--- config.mk ---
export PLATFORM = sky130hd
export DESIGN_NAME = vision_target_frame_receiver_top
export DESIGN_NICKNAME = d
export VERILOG_FILES = /design/src/design/vtfr_pkg.sv /design/src/design/vision_target_frame_receiver_top.sv /design/src/design/vtfr_deframer.sv
export SDC_FILE = /design/constraint.sdc
export NUM_CORES = 1
export LEC_CHECK = 0
export BUFFER_PORTS_ARGS = -buffer_cell sky130_fd_sc_hd__buf_4
export CAP_MARGIN = 20
export CORE_MARGIN = 2
export CORE_UTILIZATION = 53
export DETAILED_ROUTE_END_ITERATION = 6
export PLACE_DENSITY_LB_ADDON = 0.2
export SYNTH_ARGS = -nofsm -noshare
export SYNTH_HDL_FRONTEND = slang
export SYNTH_SLANG_ARGS = --single-unit
--- constraint.sdc ---
create_clock -name clk_i -period 4.2 [get_ports clk_i]
set_input_delay 0.42 -clock clk_i [delete_from_list [all_inputs] [get_ports clk_i]]
set_output_delay 0.42 -clock clk_i [all_outputs]
set_load 0.02 [all_outputs]
--- src/design/vtfr_pkg.sv ---
// Package for the vision target frame receiver.
// Holds frame layout constants, the CRC-8 step function and shared types.
// Depends on nothing.
package vtfr_pkg;

  localparam int unsigned FrameBytes = 12;
  localparam int unsigned PosW       = 7;

  localparam logic [7:0] HdrByte0 = 8'hA5;
  localparam logic [7:0] HdrByte1 = 8'h5A;
  localparam logic [7:0] CrcPoly  = 8'h31;
  localparam logic [7:0] CrcInit  = 8'hFF;
  localparam logic [7:0] ModeAuto = 8'd1;

  localparam logic [PosW-1:0] PosHdr0  = 7'd0;
  localparam logic [PosW-1:0] PosHdr1  = 7'd1;
  localparam logic [PosW-1:0] PosMode  = 7'd2;
  localparam logic [PosW-1:0] PosPitch = 7'd3;
  localparam logic [PosW-1:0] PosYaw   = 7'd7;
  localparam logic [PosW-1:0] PosCrc   = 7'd11;
  localparam logic [PosW-1:0] PosIdle  = PosW'(FrameBytes);

  localparam logic [31:0] TimeoutReset = 32'd100;

  typedef enum logic {
    REQ_BYTE = 1'b0,
    REQ_TICK = 1'b1
  } req_type_e;

  // Outcome of the closing byte of a frame.
  typedef struct packed {
    logic        ok;
    logic        mode_auto;
    logic [31:0] pitch;
    logic [31:0] yaw;
  } frame_t;

  function automatic logic [7:0] crc8_byte(input logic [7:0] crc, input logic [7:0] b);
    logic [7:0] c;
    c = crc ^ b;
    for (int k = 0; k < 8; k++) begin
      c = c[7] ? ((c << 1) ^ CrcPoly) : (c << 1);
    end
    return c;
  endfunction

endpackage

--- src/design/vision_target_frame_receiver_top.sv ---
// Vision target frame receiver.
//
// Input channel (in_valid_i / in_stall_o) carries one beat per received byte
// (req_type_i = 0, with rx_byte_i and frame_start_i) or per timer tick
// (req_type_i = 1, with elapsed_ms_i). A beat lands in an input register and is
// processed from there, a tick only once the result register can take it. A byte
// beat produces no result; a tick beat produces one result beat on the output
// channel (out_valid_o / out_stall_i) with the current target, held in the result
// register. One beat is accepted every cycle; the only hold-off is a
// tick waiting behind a stalled, still-occupied output register.
// A frame is 12 bytes: A5 5A, mode, pitch LE, yaw LE, CRC-8 (poly 0x31,
// init 0xFF) over bytes 0..10. A good frame latches pitch and yaw and restarts
// the silence timer at the next tick; the target drops once the timer exceeds
// the timeout register.
// The timeout register is written through cfg_valid_i / cfg_ready_o, always
// ready, and should be written only while the block is idle.
// Reset clears the target, the frame count and both channels; the timer and
// timeout start at 100 ms.
// Depends on vtfr_pkg and vtfr_deframer.
module vision_target_frame_receiver_top (
  input  logic        clk_i,
  input  logic        rst_ni,
  input  logic        in_valid_i,
  output logic        in_stall_o,
  input  logic        req_type_i,
  input  logic [7:0]  rx_byte_i,
  input  logic        frame_start_i,
  input  logic [31:0] elapsed_ms_i,
  output logic        out_valid_o,
  input  logic        out_stall_i,
  output logic        tgt_locked_o,
  output logic        track_rdy_o,
  output logic [31:0] pitch_bits_o,
  output logic [31:0] yaw_bits_o,
  output logic [31:0] frame_tally_o,
  input  logic        cfg_valid_i,
  output logic        cfg_ready_o,
  input  logic [31:0] cfg_data_i
);

  // Input register.
  logic        in_vld_q, in_vld_d;
  logic        req_q;
  logic [7:0]  byte_q;
  logic        start_q;
  logic [31:0] elapsed_q;

  logic        in_take, fire, is_tick, out_free;

  // Target state.
  logic [31:0] timeout_q;
  logic [31:0] pitch_q, pitch_d;
  logic [31:0] yaw_q, yaw_d;
  logic        flag_q, flag_d;
  logic [31:0] count_q, count_d;
  logic [31:0] timer_q, timer_d;
  logic        fresh_q, fresh_d;
  logic [32:0] timer_sum;

  // Result register.
  logic        out_vld_q, out_vld_d;
  logic        res_flag_q;
  logic [31:0] res_pitch_q, res_yaw_q, res_count_q;

  vtfr_pkg::frame_t frame;

  assign is_tick  = (vtfr_pkg::req_type_e'(req_q) == vtfr_pkg::REQ_TICK);
  assign out_free = !out_vld_q || !out_stall_i;
  assign fire     = in_vld_q && (!is_tick || out_free);
  assign in_stall_o = in_vld_q && !fire;
  assign in_take  = in_valid_i && !in_stall_o;
  assign in_vld_d = in_take || (in_vld_q && !fire);

  vtfr_deframer u_deframer (
    .clk_i     (clk_i),
    .rst_ni    (rst_ni),
    .byte_en_i (fire && !is_tick),
    .byte_i    (byte_q),
    .start_i   (start_q),
    .frame_o   (frame)
  );

  always_comb begin
    pitch_d   = pitch_q;
    yaw_d     = yaw_q;
    flag_d    = flag_q;
    count_d   = count_q;
    timer_d   = timer_q;
    fresh_d   = fresh_q;
    timer_sum = {1'b0, timer_q} + {1'b0, elapsed_q};
    if (fire && !is_tick && frame.ok) begin
      pitch_d = frame.pitch;
      yaw_d   = frame.yaw;
      flag_d  = frame.mode_auto;
      count_d = count_q + 32'd1;
      fresh_d = 1'b1;
    end else if (fire && is_tick) begin
      if (fresh_q) begin
        timer_d = '0;
        fresh_d = 1'b0;
      end else if (!timer_sum[32]) begin
        timer_d = timer_sum[31:0];
      end
      if (timer_d > timeout_q) begin
        flag_d = 1'b0;
      end
    end
    out_vld_d = (fire && is_tick) || (out_vld_q && out_stall_i);
  end

  always_ff @(posedge clk_i or negedge rst_ni) begin
    if (!rst_ni) begin
      in_vld_q  <= 1'b0;
      out_vld_q <= 1'b0;
      timeout_q <= vtfr_pkg::TimeoutReset;
      pitch_q   <= '0;
      yaw_q     <= '0;
      flag_q    <= 1'b0;
      count_q   <= '0;
      timer_q   <= vtfr_pkg::TimeoutReset;
      fresh_q   <= 1'b0;
    end else begin
      in_vld_q  <= in_vld_d;
      out_vld_q <= out_vld_d;
      if (cfg_valid_i && cfg_ready_o) begin
        timeout_q <= cfg_data_i;
      end
      pitch_q <= pitch_d;
      yaw_q   <= yaw_d;
      flag_q  <= flag_d;
      count_q <= count_d;
      timer_q <= timer_d;
      fresh_q <= fresh_d;
    end
  end

  // Payload registers need no reset.
  always_ff @(posedge clk_i) begin
    if (in_take) begin
      req_q     <= req_type_i;
      byte_q    <= rx_byte_i;
      start_q   <= frame_start_i;
      elapsed_q <= elapsed_ms_i;
    end
    if (fire && is_tick) begin
      res_flag_q  <= flag_d;
      res_pitch_q <= pitch_d;
      res_yaw_q   <= yaw_d;
      res_count_q <= count_d;
    end
  end

  assign cfg_ready_o   = 1'b1;
  assign out_valid_o   = out_vld_q;
  assign tgt_locked_o  = res_flag_q;
  assign track_rdy_o   = res_flag_q;
  assign pitch_bits_o  = res_pitch_q;
  assign yaw_bits_o    = res_yaw_q;
  assign frame_tally_o = res_count_q;

endmodule

--- src/design/vtfr_deframer.sv ---
// Byte-level frame parser: tracks position, header, mode, pitch/yaw words and CRC-8.
// Reports a checked frame on the beat that carries its CRC byte.
// Depends on vtfr_pkg.
module vtfr_deframer (
  input  logic            clk_i,
  input  logic            rst_ni,
  input  logic            byte_en_i,
  input  logic [7:0]      byte_i,
  input  logic            start_i,
  output vtfr_pkg::frame_t frame_o
);

  logic [vtfr_pkg::PosW-1:0] pos_q, pos_d, pos_eff;
  logic [7:0]  crc_q, crc_d, crc_eff;
  logic        hdr_q, hdr_d, hdr_eff;
  logic [7:0]  mode_q, mode_d;
  logic [31:0] pitch_q, pitch_d;
  logic [31:0] yaw_q, yaw_d;

  always_comb begin
    pos_eff = start_i ? vtfr_pkg::PosHdr0 : pos_q;
    crc_eff = start_i ? vtfr_pkg::CrcInit : crc_q;
    hdr_eff = start_i ? 1'b0 : hdr_q;

    pos_d   = pos_q;
    crc_d   = crc_q;
    hdr_d   = hdr_q;
    mode_d  = mode_q;
    pitch_d = pitch_q;
    yaw_d   = yaw_q;

    frame_o.ok        = 1'b0;
    frame_o.mode_auto = (mode_q == vtfr_pkg::ModeAuto);
    frame_o.pitch     = pitch_q;
    frame_o.yaw       = yaw_q;

    if (byte_en_i) begin
      pos_d = pos_eff;
      crc_d = crc_eff;
      hdr_d = hdr_eff;
      if (pos_eff < vtfr_pkg::PosIdle) begin
        if (pos_eff == vtfr_pkg::PosHdr0) begin
          hdr_d = (byte_i == vtfr_pkg::HdrByte0);
        end else if (pos_eff == vtfr_pkg::PosHdr1) begin
          hdr_d = hdr_eff && (byte_i == vtfr_pkg::HdrByte1);
        end else if (pos_eff == vtfr_pkg::PosMode) begin
          mode_d = byte_i;
        end else if (pos_eff >= vtfr_pkg::PosPitch && pos_eff < vtfr_pkg::PosYaw) begin
          pitch_d = {byte_i, pitch_q[31:8]};
        end else if (pos_eff >= vtfr_pkg::PosYaw && pos_eff < vtfr_pkg::PosCrc) begin
          yaw_d = {byte_i, yaw_q[31:8]};
        end
        if (pos_eff < vtfr_pkg::PosCrc) begin
          crc_d = vtfr_pkg::crc8_byte(crc_eff, byte_i);
        end else if (pos_eff == vtfr_pkg::PosCrc) begin
          // Mode is known good only as 0 or 1.
          frame_o.ok = hdr_eff && (mode_q <= vtfr_pkg::ModeAuto) && (byte_i == crc_eff);
        end
        pos_d = pos_eff + 1'b1;
      end
    end
  end

  always_ff @(posedge clk_i or negedge rst_ni) begin
    if (!rst_ni) begin
      pos_q   <= vtfr_pkg::PosIdle;
      crc_q   <= vtfr_pkg::CrcInit;
      hdr_q   <= 1'b0;
      mode_q  <= '0;
      pitch_q <= '0;
      yaw_q   <= '0;
    end else begin
      pos_q   <= pos_d;
      crc_q   <= crc_d;
      hdr_q   <= hdr_d;
      mode_q  <= mode_d;
      pitch_q <= pitch_d;
      yaw_q   <= yaw_d;
    end
  end

endmodule
==> run_results.csv <==
group,metric,value,unit
synthesis,seq_area_frac_synth,60.0,%
floorplanning,die_area,34500,um2
synthesis,yosys.cell_types.count,71,
sta,period_needed,4.13,ns
global_routing,grt_pass1_vias,11293,
synthesis,yosys.area_share.simple,9.42,%
power_and_ir_drop,peakVddDrop,0.453,mV
critical_path,cp.arrival,4.42,ns
synthesis,syn_nets,1553,
floorplanning,core.rowCount,66,
floorplanning,num_io_pins,180,
critical_path,cp.required,4.49,ns
critical_path,cp_max_fo,3,
route,first_pass_iters,5,
global_routing,overflow,0,
route,routed-wl-met2,17.9,mm
clock_tree,cts_htree_levels,2,
sta,worst_pin_slew,0.976,ns
finish,syn2layout_area_growth,23.8,%
sta,period_share,98.4,%
clock_tree,clk_latency,0.54,ns
sta,skew,0.0184,ns
global_routing,antenna_found_initial,0,
synthesis,synthTopCellsByArea,"dfrtp_1 34%, edfxtp_1 24%, mux2_2 9.0%, ha_1 4.9%, nand2_1 3.2%",
route,drc,0,
synthesis,synth_compound_area_share,9.66,%
synthesis,synthMuxAreaShare,8.95,%
placed_design,place_ws,-0.300,ns
synthesis,synth_top_area_cell,"dfrtp_1",
placed_design,dpl.hpwl,25.6,mm
hold_path,hold_class,"in2reg",
finish,fin_nets,1805,
finish,final_layout_size_suffix_gt1_share,33.6,%
clock_tree,clkSinkCount,391,
clock_tree,clkTransAtPathRegs,0.06,ns
synthesis,synth_seq_cells,391,
power_and_ir_drop,power_density,653,nW/um2
synthesis,async_flop_share,64.5,%
synthesis,synth_top_family_by_area,"compound AO/OA/AOI/OAI gates",
clock_tree,cts-root-buf,"clkbuf_16",
run_status,status,"complete, no violations",
critical_path,critPathKind,"reg2reg",
finish,layout.cells.non_filler,2131,
route,post_drt_wl_per_cell,17.3,um
sta,fmax,242,MHz
synthesis,synthCells,1404,
synthesis,yosysMostFrequentCell,"dfrtp_1",
route,via_per_inst,5.38,
floorplanning,die_w,186,um
placed_design,gp_congestion,0.941,
sta,slew_viol_final,0,
synthesis,synthTopCellsByCount,"236 x dfrtp_1, 148 x nand2_1, 139 x edfxtp_1, 139 x mux2_2, 80 x o21ai_0",
sta,hold_viol_final,0,
sta,finalSetupViolCount,0,
flow_run,maxCapViolCount,0,
placed_design,port_buffers,178,
critical_path,cp-start-kind,"register",
synthesis,synth_edf_count,139,
route,topRoutingLayerUsed,"met4",
clock_tree,cts_buffers,42,
route,dr_wl_met3,1.63,mm
synthesis,synthAdderAreaFrac,5.05,%
route,ant_nets,0,
critical_path,cp-end-kind,"register",
synthesis,synth_area,17500,um2
clock_tree,cts_tree,"done",
synthesis,ys.flop_type,"dfrtp_1",
route,drt_iter0_drc,697,
sta,finalWorstSetupSlack,0.0672,ns
synthesis,yosys.area_share.xor_xnor,4.11,%
clock_tree,clock_path_buffers,3,
floorplanning,core_area,32500,um2
placed_design,dpl.cell_count,2034,
finish,fillerInstances,2475,
route,num_vias,11456,
floorplanning,initial_core_util,53.7,%
route,wl,36.8,mm
synthesis,syn_avg_cell_area,12.5,um2
sta,relSlewSlack,34.5,%
global_routing,grt_use_total,21.4,%
route,wl_met1,16.5,mm
power_and_ir_drop,p_leak,9.73,nW
synthesis,yosysWarnings,0,
floorplanning,fp.dieH,186,um
finish,num_antenna_cells,0,
global_routing,grt_max_degree,119,
global_routing,grt_pass1_wl,58.3,mm
sta,rsz0062_at_grt,"true",
synthesis,synth_top_area_share,33.8,%
kinds of logic (layout without fill, tap and decap cells):
family / after synthesis / in the layout
compound gates: 267 / 267
xor+xnor: 82 / 82
fa+ha+maj: 70 / 70
buf+inv: 113 / 397
flops: 391 / 391
mux: 139 / 139
other cells: 1 / 1
simple gates: 341 / 342
through the flow:
| stage | util, % | hold WS (ns) | power (mW) | setup TNS [ns] | instance area (um2) |
|---|---|---|---|---|---|
| 2_1_floorplan | - | 0.124 | 8.15 | 0 | 17500 |
| 3_3_place_gp | 60.5 | 0.452 | 9.54 | -0.509 | 19700 |
| 3_5_place_dp | 60.5 | 0.453 | 9.68 | -0.524 | 19700 |
| 4_1_cts | 65.3 | 0.0314 | 13.6 | 0 | 21200 |
| 5_1_grt | 66.6 | 0.0315 | 15.0 | -0.191 | 21700 |
| 6_report | 66.6 | 0.0520 | 14.1 | 0 | 21700 |
where the power goes:
group / total [mW] / switching (mW) / internal, mW
Sequential: 4.99 / 0.450 / 4.54
Clock: 3.68 / 1.49 / 2.19
Combinational: 5.47 / 2.86 / 2.62
repair_timing:
item                                   4_1_cts  5_1_grt
setup endpoints to repair                    2        2
pin swaps                                   17       30
cloned                                       0        2
resized for setup                           29       63
endpoints found under the hold margin       17        0
setup buffers                                4       13
hold buffers                                 1        0
routing by layer:
layer / up-vias / global-route usage (%)
met2: 279 / 35.6
met4: 0 / 5.98
met5: - / 0
met3: 58 / 2.99
li1: 5532 / -
met1: 5587 / 29.6
layout by cell type, fill, tap and decap left out, types with 28 or more instances in the layout:
cell,instances
ha_1,68
dfrtp_1,236
xor2_1,28
edfxtp_1,139
mux2_2,139
nand2_1,146
inv_1,49
clkbuf_16,42
xnor2_1,53
buf_4,257
a21oi_1,57
nor2_1,53
o21ai_0,65
state kept, by name, indices dropped and copies added, names as in the netlist:
signal              flops
u_deframer.crc_q        8
tgt_locked_o            1
timeout_q              32
u_deframer.mode_q       8
u_deframer.yaw_q       32
in_vld_q                1
u_deframer.pos_q        7
fresh_q                 1
u_deframer.hdr_q        1
pitch_bits_o           32
elapsed_q              32
yaw_q                  32
flag_q                  1
byte_q                  8
timer_q                32
yaw_bits_o             32
u_deframer.pitch_q     32
frame_tally_o          32
pitch_q                32
start_q                 1
out_valid_o             1
is_tick                 1
count_q                32
layout make-up:
type | count | area [um2] | share of cell area [%]
clock inverters | 24 | 258 | 1.19
clock buffers | 53 | 1140 | 5.28
inverters | 50 | 190 | 0.878
flip-flops and latches | 391 | 10500 | 48.5
multi-input cells | 901 | 6900 | 31.9
repair buffers | 270 | 2110 | 9.75
well taps | 442 | 553 | 2.55
path summary, 6_finish.rpt:
path | from | end | slack (ns) | cells after the start
max | elapsed_q[0] | tgt_locked_o | 0.07 | 18
min in group asynchronous | rst_ni | pitch_q[4] | 0.54 | 2
min | rx_byte_i[7] | byte_q[7] | 0.05 | 1
min reg2reg | count_q[31] | count_q[31] | 0.46 | 1
max in group asynchronous | rst_ni | u_deframer.pos_q[2] | 2.59 | 3
max reg2reg | elapsed_q[0] | tgt_locked_o | 0.07 | 18
critical path: stages (launching register included):
cell and delay (ns):
edfxtp_1 0.37, ha_2 0.20, fa_2 0.38, a211oi_4 0.30, o21ai_4 0.12, a31oi_4 0.23
o31ai_4 0.11, a21oi_1 0.28, o21ai_0 0.17, xnor2_1 0.16, buf_4 0.14, o21ai_2 0.06
ha_1 0.29, nand4_1 0.20, nor3_2 0.26, buf_4 0.16, nand3_4 0.07, a311oi_2 0.28
o21ai_2 0.10
Power figures use the tool's default switching activity.
